[src/rtl/rde_pkg.sv]
// ----------------------------------------------------------------------------
// rde_pkg: shared types and constants of the roi dwell run encoder
// sample, hit and run transaction types, config indexes and sizing
// ----------------------------------------------------------------------------
`default_nettype none

package rde_pkg;

  localparam int unsigned TuplesPerPacket = 8;
  localparam int unsigned RegionSlots     = 6;
  localparam int unsigned CoordBits       = 12;
  localparam int unsigned TableEntries    = 6;
  localparam int unsigned SlotBits        = 6;
  localparam int unsigned HitDepth        = 4;
  localparam int unsigned HitPtrBits      = 2;
  localparam int unsigned OutDepth        = 2;

  localparam logic [11:0] CoordMask      = 12'((32'd1 << CoordBits) - 32'd1);
  localparam logic [15:0] TimeStepReset  = 16'd10;
  localparam logic [2:0]  RegionLimit    = 3'(RegionSlots);

  typedef enum logic [2:0] {
    CfgTimeStep    = 3'd0,
    CfgRegionCount = 3'd1,
    CfgRegion0     = 3'd2,
    CfgRegion1     = 3'd3,
    CfgRegion2     = 3'd4,
    CfgRegion3     = 3'd5,
    CfgRegion4     = 3'd6,
    CfgRegion5     = 3'd7
  } rde_cfg_idx_e;

  typedef struct packed {
    logic [11:0] gaze_x;
    logic [11:0] gaze_y;
  } rde_in_t;

  typedef struct packed {
    logic [7:0]  run_region;
    logic [31:0] run_start_time;
    logic [31:0] run_end_time;
    logic        packet_end;
  } rde_out_t;

  // one region table entry, same layout as the config word
  typedef struct packed {
    logic [7:0]  id;
    logic [11:0] x0;
    logic [11:0] y0;
    logic [11:0] x1;
    logic [11:0] y1;
  } rde_region_t;

  // classified sample handed from front to back
  typedef struct packed {
    logic [7:0]  region;
    logic [31:0] stamp;
  } rde_hit_t;

endpackage

`default_nettype wire

[src/rtl/roi_dwell_run_encoder.sv]
// path: a closing sample is queued as a hit, then its run is written to the result buffer
// throughput: one sample, one hit-queue entry and one run-tracker update per cycle while not
// backpressured; the 4-entry hit queue and 2-entry result buffer absorb short output stalls
// reset: async active low; run state, time counter, queues and config return to defaults
// ----------------------------------------------------------------------------
// roi_dwell_run_encoder: gaze sample to dwell run encoder, top level
// classifies samples against a region table and emits closed dwell runs
// ----------------------------------------------------------------------------
`default_nettype none

module roi_dwell_run_encoder (
  input  wire logic              clk_i,
  input  wire logic              rst_ni,
  // config write port, index follows the register list
  input  wire logic              cfg_we_i,
  input  wire logic [2:0]        cfg_idx_i,
  input  wire logic [55:0]       cfg_wdata_i,
  // sample side, queue-like
  input  wire logic              push,
  output logic                   full,
  input  wire rde_pkg::rde_in_t  in_i,
  // result side, queue-like
  output logic                   empty,
  input  wire logic              pop,
  output rde_pkg::rde_out_t      out_o
);

  logic              hit_valid;
  rde_pkg::rde_hit_t hit_wr;
  rde_pkg::rde_hit_t hit_rd;
  logic              hit_empty;
  logic              hit_pop;

  // front: time counter and first-match region search on every sample transaction;
  // samples outside all regions only advance time and are not queued
  rde_classify u_classify (
    .clk_i       (clk_i),
    .rst_ni      (rst_ni),
    .cfg_we_i    (cfg_we_i),
    .cfg_idx_i   (cfg_idx_i),
    .cfg_wdata_i (cfg_wdata_i),
    .push_i      (push),
    .full_i      (full),
    .in_i        (in_i),
    .hit_valid_o (hit_valid),
    .hit_o       (hit_wr)
  );

  // decoupling queue, its full flag is the sample-side backpressure
  rde_hit_fifo u_hit_fifo (
    .clk_i     (clk_i),
    .rst_ni    (rst_ni),
    .wr_en_i   (hit_valid),
    .wr_data_i (hit_wr),
    .full_o    (full),
    .rd_en_i   (hit_pop),
    .empty_o   (hit_empty),
    .rd_data_o (hit_rd)
  );

  // back: run merge, packet slot count and result buffer
  rde_run_tracker u_run_tracker (
    .clk_i       (clk_i),
    .rst_ni      (rst_ni),
    .hit_empty_i (hit_empty),
    .hit_i       (hit_rd),
    .hit_pop_o   (hit_pop),
    .empty_o     (empty),
    .pop_i       (pop),
    .out_o       (out_o)
  );

endmodule

`default_nettype wire

[src/rtl/rde_classify.sv]
// ----------------------------------------------------------------------------
// rde_classify: sample front end
// holds config, keeps the time counter and finds the first region hit
// ----------------------------------------------------------------------------
`default_nettype none

module rde_classify (
  input  wire logic                clk_i,
  input  wire logic                rst_ni,
  input  wire logic                cfg_we_i,
  input  wire logic [2:0]          cfg_idx_i,
  input  wire logic [55:0]         cfg_wdata_i,
  input  wire logic                push_i,
  input  wire logic                full_i,
  input  wire rde_pkg::rde_in_t    in_i,
  output logic                     hit_valid_o,
  output rde_pkg::rde_hit_t        hit_o
);

  logic [15:0]         time_step_q;
  logic [2:0]          region_count_q;
  rde_pkg::rde_region_t region_q [rde_pkg::TableEntries];
  logic [31:0]         time_now_q, time_now_d;

  logic                accept;
  logic                found;
  logic [7:0]          found_id;
  logic [11:0]         x, y;
  logic [2:0]          limit;

  assign accept = push_i && !full_i;
  assign x      = in_i.gaze_x & rde_pkg::CoordMask;
  assign y      = in_i.gaze_y & rde_pkg::CoordMask;
  assign limit  = (region_count_q > rde_pkg::RegionLimit) ? rde_pkg::RegionLimit
                                                          : region_count_q;

  // priority search, lowest table index wins
  always_comb begin
    found    = 1'b0;
    found_id = 8'd0;
    for (int i = rde_pkg::TableEntries - 1; i >= 0; i--) begin
      if ((3'(i) < limit) &&
          (x >= (region_q[i].x0 & rde_pkg::CoordMask)) &&
          (x <= (region_q[i].x1 & rde_pkg::CoordMask)) &&
          (y >= (region_q[i].y0 & rde_pkg::CoordMask)) &&
          (y <= (region_q[i].y1 & rde_pkg::CoordMask))) begin
        found    = 1'b1;
        found_id = region_q[i].id;
      end
    end
  end

  assign time_now_d   = time_now_q + {16'd0, time_step_q};
  assign hit_valid_o  = accept && found;
  assign hit_o.region = found_id;
  assign hit_o.stamp  = time_now_q;

  always_ff @(posedge clk_i or negedge rst_ni) begin
    if (!rst_ni) begin
      time_now_q <= 32'd0;
    end else if (accept) begin
      time_now_q <= time_now_d;
    end
  end

  always_ff @(posedge clk_i or negedge rst_ni) begin
    if (!rst_ni) begin
      time_step_q    <= rde_pkg::TimeStepReset;
      region_count_q <= 3'd0;
      for (int i = 0; i < rde_pkg::TableEntries; i++) begin
        region_q[i] <= '0;
      end
    end else if (cfg_we_i) begin
      case (rde_pkg::rde_cfg_idx_e'(cfg_idx_i))
        rde_pkg::CfgTimeStep:    time_step_q    <= cfg_wdata_i[15:0];
        rde_pkg::CfgRegionCount: region_count_q <= cfg_wdata_i[2:0];
        default: begin
          region_q[cfg_idx_i - 3'(rde_pkg::CfgRegion0)] <= cfg_wdata_i;
        end
      endcase
    end
  end

endmodule

`default_nettype wire

[src/rtl/rde_hit_fifo.sv]
// ----------------------------------------------------------------------------
// rde_hit_fifo: queue between front and back
// short fifo of classified hits so each side stalls on its own
// ----------------------------------------------------------------------------
`default_nettype none

module rde_hit_fifo (
  input  wire logic              clk_i,
  input  wire logic              rst_ni,
  input  wire logic              wr_en_i,
  input  wire rde_pkg::rde_hit_t wr_data_i,
  output logic                   full_o,
  input  wire logic              rd_en_i,
  output logic                   empty_o,
  output rde_pkg::rde_hit_t      rd_data_o
);

  rde_pkg::rde_hit_t mem_q [rde_pkg::HitDepth];
  logic [rde_pkg::HitPtrBits-1:0] wr_ptr_q, rd_ptr_q;
  logic [rde_pkg::HitPtrBits:0]   cnt_q, cnt_d;
  logic                           do_wr, do_rd;

  assign full_o    = (cnt_q == (rde_pkg::HitPtrBits+1)'(rde_pkg::HitDepth));
  assign empty_o   = (cnt_q == '0);
  assign do_wr     = wr_en_i && !full_o;
  assign do_rd     = rd_en_i && !empty_o;
  assign rd_data_o = mem_q[rd_ptr_q];

  always_comb begin
    cnt_d = cnt_q;
    if (do_wr && !do_rd) begin
      cnt_d = cnt_q + 1'b1;
    end else if (do_rd && !do_wr) begin
      cnt_d = cnt_q - 1'b1;
    end
  end

  always_ff @(posedge clk_i or negedge rst_ni) begin
    if (!rst_ni) begin
      wr_ptr_q <= '0;
      rd_ptr_q <= '0;
      cnt_q    <= '0;
    end else begin
      cnt_q <= cnt_d;
      if (do_wr) begin
        wr_ptr_q <= wr_ptr_q + 1'b1;
      end
      if (do_rd) begin
        rd_ptr_q <= rd_ptr_q + 1'b1;
      end
    end
  end

  always_ff @(posedge clk_i) begin
    if (do_wr) begin
      mem_q[wr_ptr_q] <= wr_data_i;
    end
  end

endmodule

`default_nettype wire

[src/rtl/rde_run_tracker.sv]
// ----------------------------------------------------------------------------
// rde_run_tracker: run back end
// merges hits into dwell runs and buffers closed runs for the consumer
// ----------------------------------------------------------------------------
`default_nettype none

module rde_run_tracker (
  input  wire logic              clk_i,
  input  wire logic              rst_ni,
  input  wire logic              hit_empty_i,
  input  wire rde_pkg::rde_hit_t hit_i,
  output logic                   hit_pop_o,
  output logic                   empty_o,
  input  wire logic              pop_i,
  output rde_pkg::rde_out_t      out_o
);

  logic [7:0]                  open_region_q, open_region_d;
  logic [31:0]                 open_start_q, open_start_d;
  logic [31:0]                 open_end_q, open_end_d;
  logic [rde_pkg::SlotBits-1:0] slot_q, slot_d;

  rde_pkg::rde_out_t out_mem_q [rde_pkg::OutDepth];
  logic              out_wr_ptr_q, out_rd_ptr_q;
  logic [1:0]        out_cnt_q, out_cnt_d;
  logic              out_rd, out_space, emit, last;
  rde_pkg::rde_out_t tuple;

  assign empty_o   = (out_cnt_q == 2'd0);
  assign out_rd    = pop_i && !empty_o;
  assign out_space = (out_cnt_q != 2'(rde_pkg::OutDepth)) || out_rd;
  assign hit_pop_o = !hit_empty_i && out_space;
  assign out_o     = out_mem_q[out_rd_ptr_q];

  // a hit on another region closes the open run
  assign emit = hit_pop_o && (open_region_q != 8'd0) && (open_region_q != hit_i.region);
  assign last = ({1'b0, slot_q} + 7'd1) >= 7'(rde_pkg::TuplesPerPacket);

  assign tuple.run_region     = open_region_q;
  assign tuple.run_start_time = open_start_q;
  assign tuple.run_end_time   = open_end_q;
  assign tuple.packet_end     = last;

  always_comb begin
    open_region_d = open_region_q;
    open_start_d  = open_start_q;
    open_end_d    = open_end_q;
    slot_d        = slot_q;
    if (hit_pop_o) begin
      if (open_region_q == hit_i.region) begin
        open_end_d = hit_i.stamp;
      end else begin
        open_region_d = hit_i.region;
        open_start_d  = hit_i.stamp;
        open_end_d    = hit_i.stamp;
      end
    end
    if (emit) begin
      slot_d = last ? '0 : slot_q + 1'b1;
    end
  end

  always_comb begin
    out_cnt_d = out_cnt_q;
    if (emit && !out_rd) begin
      out_cnt_d = out_cnt_q + 2'd1;
    end else if (out_rd && !emit) begin
      out_cnt_d = out_cnt_q - 2'd1;
    end
  end

  always_ff @(posedge clk_i or negedge rst_ni) begin
    if (!rst_ni) begin
      open_region_q <= 8'd0;
      slot_q        <= '0;
      out_wr_ptr_q  <= 1'b0;
      out_rd_ptr_q  <= 1'b0;
      out_cnt_q     <= 2'd0;
    end else begin
      open_region_q <= open_region_d;
      slot_q        <= slot_d;
      out_cnt_q     <= out_cnt_d;
      if (emit) begin
        out_wr_ptr_q <= ~out_wr_ptr_q;
      end
      if (out_rd) begin
        out_rd_ptr_q <= ~out_rd_ptr_q;
      end
    end
  end

  always_ff @(posedge clk_i) begin
    open_start_q <= open_start_d;
    open_end_q   <= open_end_d;
    if (emit) begin
      out_mem_q[out_wr_ptr_q] <= tuple;
    end
  end

endmodule

`default_nettype wire
[config.mk]
export PLATFORM = sky130hd
export DESIGN_NAME = roi_dwell_run_encoder
export DESIGN_NICKNAME = d
export VERILOG_FILES = /design/src/rtl/rde_pkg.sv /design/src/rtl/roi_dwell_run_encoder.sv /design/src/rtl/rde_classify.sv /design/src/rtl/rde_hit_fifo.sv /design/src/rtl/rde_run_tracker.sv
export SDC_FILE = /design/constraint.sdc
export NUM_CORES = 1
export LEC_CHECK = 0
export BUFFER_PORTS_ARGS = -buffer_cell sky130_fd_sc_hd__buf_4
export CORE_MARGIN = 2
export CORE_UTILIZATION = 55
export CTS_CLUSTER_SIZE = 25
export DETAILED_ROUTE_END_ITERATION = 8
export PLACE_DENSITY_LB_ADDON = 0.1
export SLEW_MARGIN = 10
export SYNTH_ARGS = -nofsm -noshare
export SYNTH_HDL_FRONTEND = slang
export SYNTH_SLANG_ARGS = --single-unit
[constraint.sdc]
create_clock -name clk_i -period 13.5 [get_ports clk_i]
set_input_delay 0.675 -clock clk_i [delete_from_list [all_inputs] [get_ports clk_i]]
set_output_delay 0.675 -clock clk_i [all_outputs]
set_load 0.02 [all_outputs]
---- Yosys cells after proc, flatten, opt, wreduce, memory -nomap -nowiden ----
Memory sizes are Yosys's and may differ from the RTL's.
Cells that the tools add are included.
Widths: inputs -> output; s select.
word-level totals
  register bits after elaboration ......... 476
  bits in latches ......................... 0
  bits in writable memories ............... 306
  bits in read-only memories .............. 0
  output and inout port bits .............. 75
  word-level logic and storage cells ...... 180
  memories ................................ 2
cells by class
  $add $sub $neg .......................... 10
  multiply operators ...................... 0
  div/mod/pow operators ................... 0
  $lt $le $gt $ge ......................... 34
  eq/ne operators ......................... 5
  shift operators ......................... 0
  multiplexer cells ....................... 25
  bitwise gates (word level) .............. 5
  reduce and logical (&&, ||, !) cells .... 56
memories
  name                     words  bits a word  read ports  clocked after memory_dff  wr ports  line                   text
  u_hit_fifo.mem_q         4      40           1           0                         1         rde_hit_fifo.sv:18     rde_pkg::rde_hit_t mem_q [rde_pkg::HitDepth];
  u_run_tracker.out_mem_q  2      73           1           0                         1         rde_run_tracker.sv:23  rde_pkg::rde_out_t out_mem_q [rde_pkg::OutDepth];
operators by type and width
  kind                 number
  $bwmux 336           1
  $demux 56 s3         1
  $ge 12x12->1         12
  $le 12x12->1         12
  $mux 56              1
  $mux 8               6
  $logic_and 1x1->1    37
  $add 32x16->32       1
  $mux 1               10
  $mux 3               3
  $eq 8x8->1           1
  $ne 8x8->1           1
  $reduce_and 2->1     4
  $reduce_bool 8->1    1
  $add 6x1->7 const B  1
  $ge 7x4->1 const B   1
  $logic_not 1->1      7
  $add 2x1->2 const B  3
  $add 6x1->6 const B  1
  $logic_not 3->1      2
  $lt 1x3->1 const A   2
  $lt 2x3->1 const A   2
  $lt 3x3->1 const A   2
  $mux 6               1
  17 further kinds     22

---- Depth between registers and ports, before layout ----
  word-level depth ........................ 19
  depth in mapped cells ................... 18
  depth with buffers taken out ............ 16

---- Hierarchy ----
Synthesis repeated with hierarchy kept, for this count alone.
second synthesis, totals
  cells, all modules ...................... 2718
  area total of the unflattened synthesis .. 36730.2 sq um
by module, submodules not included
  module           times used  cells an instance  area each (sq um)
  rde_classify     1           2104               22394.0
  rde_run_tracker  1           368                8082.8
  rde_hit_fifo     1           246                6253.5

---- Least setup slack after synthesis ----
No wires, ideal clock.
  path kind ............................... input-to-reg
  from .................................... input pop
  to ...................................... memory u_run_tracker.out_mem_q[0][0] (netlist name) (enable)
  library setup time ...................... 0.504 ns
  arrival ................................. 6.860 ns
  path slack .............................. 6.136 ns
  cell stages on the path ................. 7
  path buffers ............................ 1
  path through ............................ nor3b_1 nor2_1 o21ai_2 inv_1 nand2_1 buf_2 nor2_1
on the way
  word-level cells in the longest chain between the ends .. 7
RTL lines
  what                             line                         text
  start: declaration               roi_dwell_run_encoder.sv:24  input wire logic pop,
  $logic_and 1x1->1                rde_run_tracker.sv:30        assign out_rd = pop_i && !empty_o;
  $logic_or 1x1->1                 rde_run_tracker.sv:31        assign out_space = (out_cnt_q != 2'(rde_pkg::OutDepth)) || out_rd;
  $logic_and 1x1->1                rde_run_tracker.sv:32        assign hit_pop_o = !hit_empty_i && out_space;
  via hit_pop                      roi_dwell_run_encoder.sv:32  logic hit_pop;
  $logic_and 1x1->1 (2 in series)  rde_run_tracker.sv:36        assign emit = hit_pop_o && (open_region_q != 8'd0) && (open_region_q != hit_i.region);
  $mux 1                           rde_run_tracker.sv:95        if (emit) begin
  $mux 1 (not written as such)     rde_run_tracker.sv:96        out_mem_q[out_wr_ptr_q] <= tuple;
  end: declaration                 rde_run_tracker.sv:23
The timed path passes the listed nets, and every way through them passes these cells.

---- Worst setup path after layout ----
  from .................................... input in_i[0] (netlist name)
  to ...................................... memory u_hit_fifo.mem_q[3][23] (netlist name) (enable)
on the way
  word-level cells in the longest chain between the ends .. 13
  elaborated cells between the ends (all ways) .. 34
  classes of those cells .................. order compare (12); mux (8); reduce/logical (14)
RTL lines
  what                            line                         text
  start: declaration              roi_dwell_run_encoder.sv:21  input wire rde_pkg::rde_in_t in_i,
  $ge 12x12->1                    rde_classify.sv:45           (y >= (region_q[i].y0 & rde_pkg::CoordMask)) &&
  $logic_and 1x1->1               rde_classify.sv:44           (x <= (region_q[i].x1 & rde_pkg::CoordMask)) &&
  $logic_and 1x1->1               rde_classify.sv:45
  $mux 1 (5 in series)            rde_classify.sv:42           if ((3'(i) < limit) &&
  $mux 1 *                        rde_classify.sv:42
  $logic_and 1x1->1 *             rde_classify.sv:54           assign hit_valid_o = accept && found;
  $logic_and 1x1->1 *             rde_hit_fifo.sv:25           assign do_wr = wr_en_i && !full_o;
  via u_hit_fifo.do_wr            rde_hit_fifo.sv:21           logic do_wr, do_rd;
  $mux 1 *                        rde_hit_fifo.sv:55           if (do_wr) begin
  $mux 1 (not written as such) *  rde_hit_fifo.sv:56           mem_q[wr_ptr_q] <= wr_data_i;
  end: declaration                rde_hit_fifo.sv:18
The timed path passes the listed nets; every way through them passes the cells marked *.

==> impl_metrics.csv <==
group,metric,value,unit
logic_synthesis,yosys.area_share.simple,0.05445,
hold_path,min_path_type,"in -> async",
logic_synthesis,synth-main-ff-cell,"dfrtp_1",
logic_synthesis,synth_fa_ha_area_frac,0.1077,
critical_path,worstPathArrival,4.75,ns
logic_synthesis,ys_seq_elements,782,
cts,cts_hold_buf,0,
grt,grtUsageTotal,0.2422,
grt,grt_pass1_vias,22707,
sta,rsz0062_at_grt,"false",
grt,grt_first_pass_wirelength,127100,um
sta,finalCritPeriodShare,0.3347,
critical_path,r2r_end,"u_hit_fifo.mem_q[3][23]",
sta,worst_slack,8.982,ns
detailed_routing,wirelength,80900,um
die,dieArea,0.06843,sq mm
logic_synthesis,postSynthAreaPerCell,13.49,sq um
placement,numPortBuffers,162,
critical_path,reg2reg_depth,10,
sta,slew_headroom,0.2226,
die,row_count,94,
logic_synthesis,synth_xor_area_frac,0.01128,
cts,cts_sinks,782,
sta,setup_tns,0,ns
sta,hold_viol,0,
logic_synthesis,async_flop_share,0.5269,
critical_path,reg2reg_from,"u_classify.region_q[19]",
die,chipWidth,261.6,um
cts,cts-root-buf,"clkbuf_16",
detailed_routing,drt.antenna.violating_nets,0,
logic_synthesis,synth_top_area_cell,"edfxtp_1",
critical_path,endpoint_kind,"register",
placement,preCtsSetupSlack,8.290,ns
flow_run,drv_cap,0,
die,core_area,0.06575,sq mm
pwr,vdd_drop_max,0.1191,mV
detailed_routing,via_per_inst,5.679,
grt,grt_max_degree,170,
sta,max_freq,221.3,MHz
cts,ctsHtreeMaxLevel,3,
sta,worstMarginPinSlew,1.156,ns
logic_synthesis,ys_seq_area_frac,0.5871,
pwr,powerDensity,206.7,mW/mm^2
sta,setup_viol,0,
finish,nNetsFinal,3297,
cts,tritoncts,"built",
cts,cts.reportedPaths.clkPinSlew,0.05,ns
grt,overflow,0,
die,chipHeight,261.6,um
detailed_routing,wire_per_inst,21.16,um
cts,cts_made_buffers,81,
cts,cts_resized,0,
logic_synthesis,syn-cell-area,0.03649,sq mm
detailed_routing,dr.pass1.iters,7,
detailed_routing,via_count,21711,
finish,finalNonFillerCells,3823,
placement,gp_congestion,0.8714,
pwr,leakagePower,17.81,nW
detailed_routing,route.detailed.drc,0,
critical_path,r2r_slack,9.05,ns
logic_synthesis,synth_nets,3106,
sta,fin_worst_skew,0.02725,ns
finish,areaGrowthSynthToFinish,13.82,%
finish,nFillCells,4941,
finish,multiInputGateArea,0.01374,sq mm
placement,dp_cells,3677,
critical_path,cp_max_fo,40,
logic_synthesis,ys_warn_count,0,
sta,whs,0.05138,ns
logic_synthesis,synth_mux_area_frac,0.1334,
logic_synthesis,synth_top_area_frac,0.3045,
finish,layout_commonest_cell,"dfrtp_1",
finish,seq_area,0.02143,sq mm
detailed_routing,drt_iter0_drc,1211,
critical_path,startpoint_type,"input port",
die,io_pins,163,
cts,clk_latency,0.64,ns
finish,drive_above_1_share,0.2450,
logic_synthesis,synth-compound-area-share,0.06868,
cts,post_cts_buffers,0,
placement,dp_hpwl,54590,um
critical_path,required,13.74,ns
logic_synthesis,syn_inst,2705,
cts,cts_buffer_depth,3,
logic_synthesis,yosys.cell_types.count,65,
outcome,run_status,"completed",
sta,min_period,4.518,ns
finish,final_cell_mix,"dfrtp_1 (408), edfxtp_1 (370), mux2_2 (351)",
logic_synthesis,synth-edff-count,370,
critical_path,critPathKind,"in -> reg",
finish,antenna_cells,0,
die,initial_core_util,0.5551,
logic_synthesis,synth_top_family_by_area,"multiplexers",
sta,drv_slew,0,
grt,grt_antenna_before_repair,5,
logic_synthesis,synth_area_leaders,"edfxtp_1 (30%), dfrtp_1 (28%), mux2_2 (11%), ha_1 (11%), inv_1 (2.9%)",
## synth_stat cells (37+ instances only)
cell	count
ha_1	311
nor2_1	56
a21oi_1	89
inv_1	283
nand3_1	37
mux4_2	40
clkbuf_1	66
mux2_2	351
dfrtp_1	410
o21ai_0	158
edfxtp_1	370
nand4_1	45
nand2_1	155
## stage by stage
step                area, sq um  power, mW    util
floorplan                 36490      5.401       -
global placement          38720      6.189  0.5889
detailed placement        38720      6.306  0.5889
CTS                       41540      8.679  0.6318
global route              41540      9.071  0.6318
finish                    41540      8.585  0.6318
## cells by family after synthesis
group | Yosys count
flip-flops | 782
AO/OA/AOI/OAI | 409
AND/OR/NAND/NOR | 402
multiplexers | 392
buffers and inverters | 360
adder cells (fa/ha/maj) | 313
XOR/XNOR | 47
## sequential cells by signal (all words and copies together) (netlist names)
signal / count
u_classify.region_q: 336
u_hit_fifo.cnt_q: 3
u_run_tracker.out_rd_ptr_q: 1
u_run_tracker.open_region_q: 8
u_classify.time_step_q: 16
u_classify.region_count_q: 3
u_run_tracker.slot_q: 6
u_run_tracker.out_mem_q: 146
u_hit_fifo.rd_ptr_q: 2
u_hit_fifo.mem_q: 160
u_run_tracker.out_cnt_q: 2
u_hit_fifo.wr_ptr_q: 2
u_run_tracker.out_wr_ptr_q: 1
u_run_tracker.open_start_q: 32
u_classify.time_now_q: 32
u_run_tracker.open_end_q: 32
## worst max-delay path: stages
cell      delay (ns)
buf_4           0.11
inv_1           0.43
ha_1            0.22
nand2b_1        0.10
a31oi_1         0.07
o21ai_0         0.17
a21oi_1         0.12
o31ai_1         0.93
and3_1          0.55
nor3_2          0.12
a31oi_4         0.31
and2_2          0.90
## cell type report
| type | instances | share of cell area |
|---|---|---|
| Sequential cell | 782 | 0.5158 |
| Multi-Input combinational cell | 1563 | 0.3308 |
| Clock buffer | 111 | 0.05416 |
| Timing Repair Buffer | 185 | 0.03392 |
| Tap cell | 864 | 0.02603 |
| Inverter | 283 | 0.02557 |
| Clock inverter | 35 | 0.01371 |
## metal layers
| metal | GRT usage | wire [um] |
|---|---|---|
| met2 | 0.4195 | 40750 |
| met5 | 0 | 52 |
| met4 | 0.08965 | 2552 |
| met3 | 0.03688 | 3151 |
| met1 | 0.3090 | 34400 |
## report_power, final
group          internal [mW]  total, mW  leakage [nW]  switching, mW
Combinational           1.10       2.50          7.91           1.39
Sequential              3.42       3.73          8.53          0.314
Clock                   1.41       2.35          1.37          0.943
## how the worst max path moves through the flow
stage | start | end | slack (ns) | depth (start not counted)
after detailed placement | in_i[12] | u_hit_fifo.mem_q[2][24] | 8.29 | 12
final | in_i[0] | u_hit_fifo.mem_q[3][23] | 8.98 | 12
after floorplan | pop | u_run_tracker.out_mem_q[0][0] | 6.14 | 7
after CTS | in_i[12] | u_hit_fifo.mem_q[2][21] | 8.91 | 12
after global routing | u_classify.region_q[324] | u_hit_fifo.mem_q[0][23] | 8.79 | 10
after global placement | in_i[12] | u_hit_fifo.mem_q[3][24] | 8.32 | 12
(Power assumes the default switching activity.)
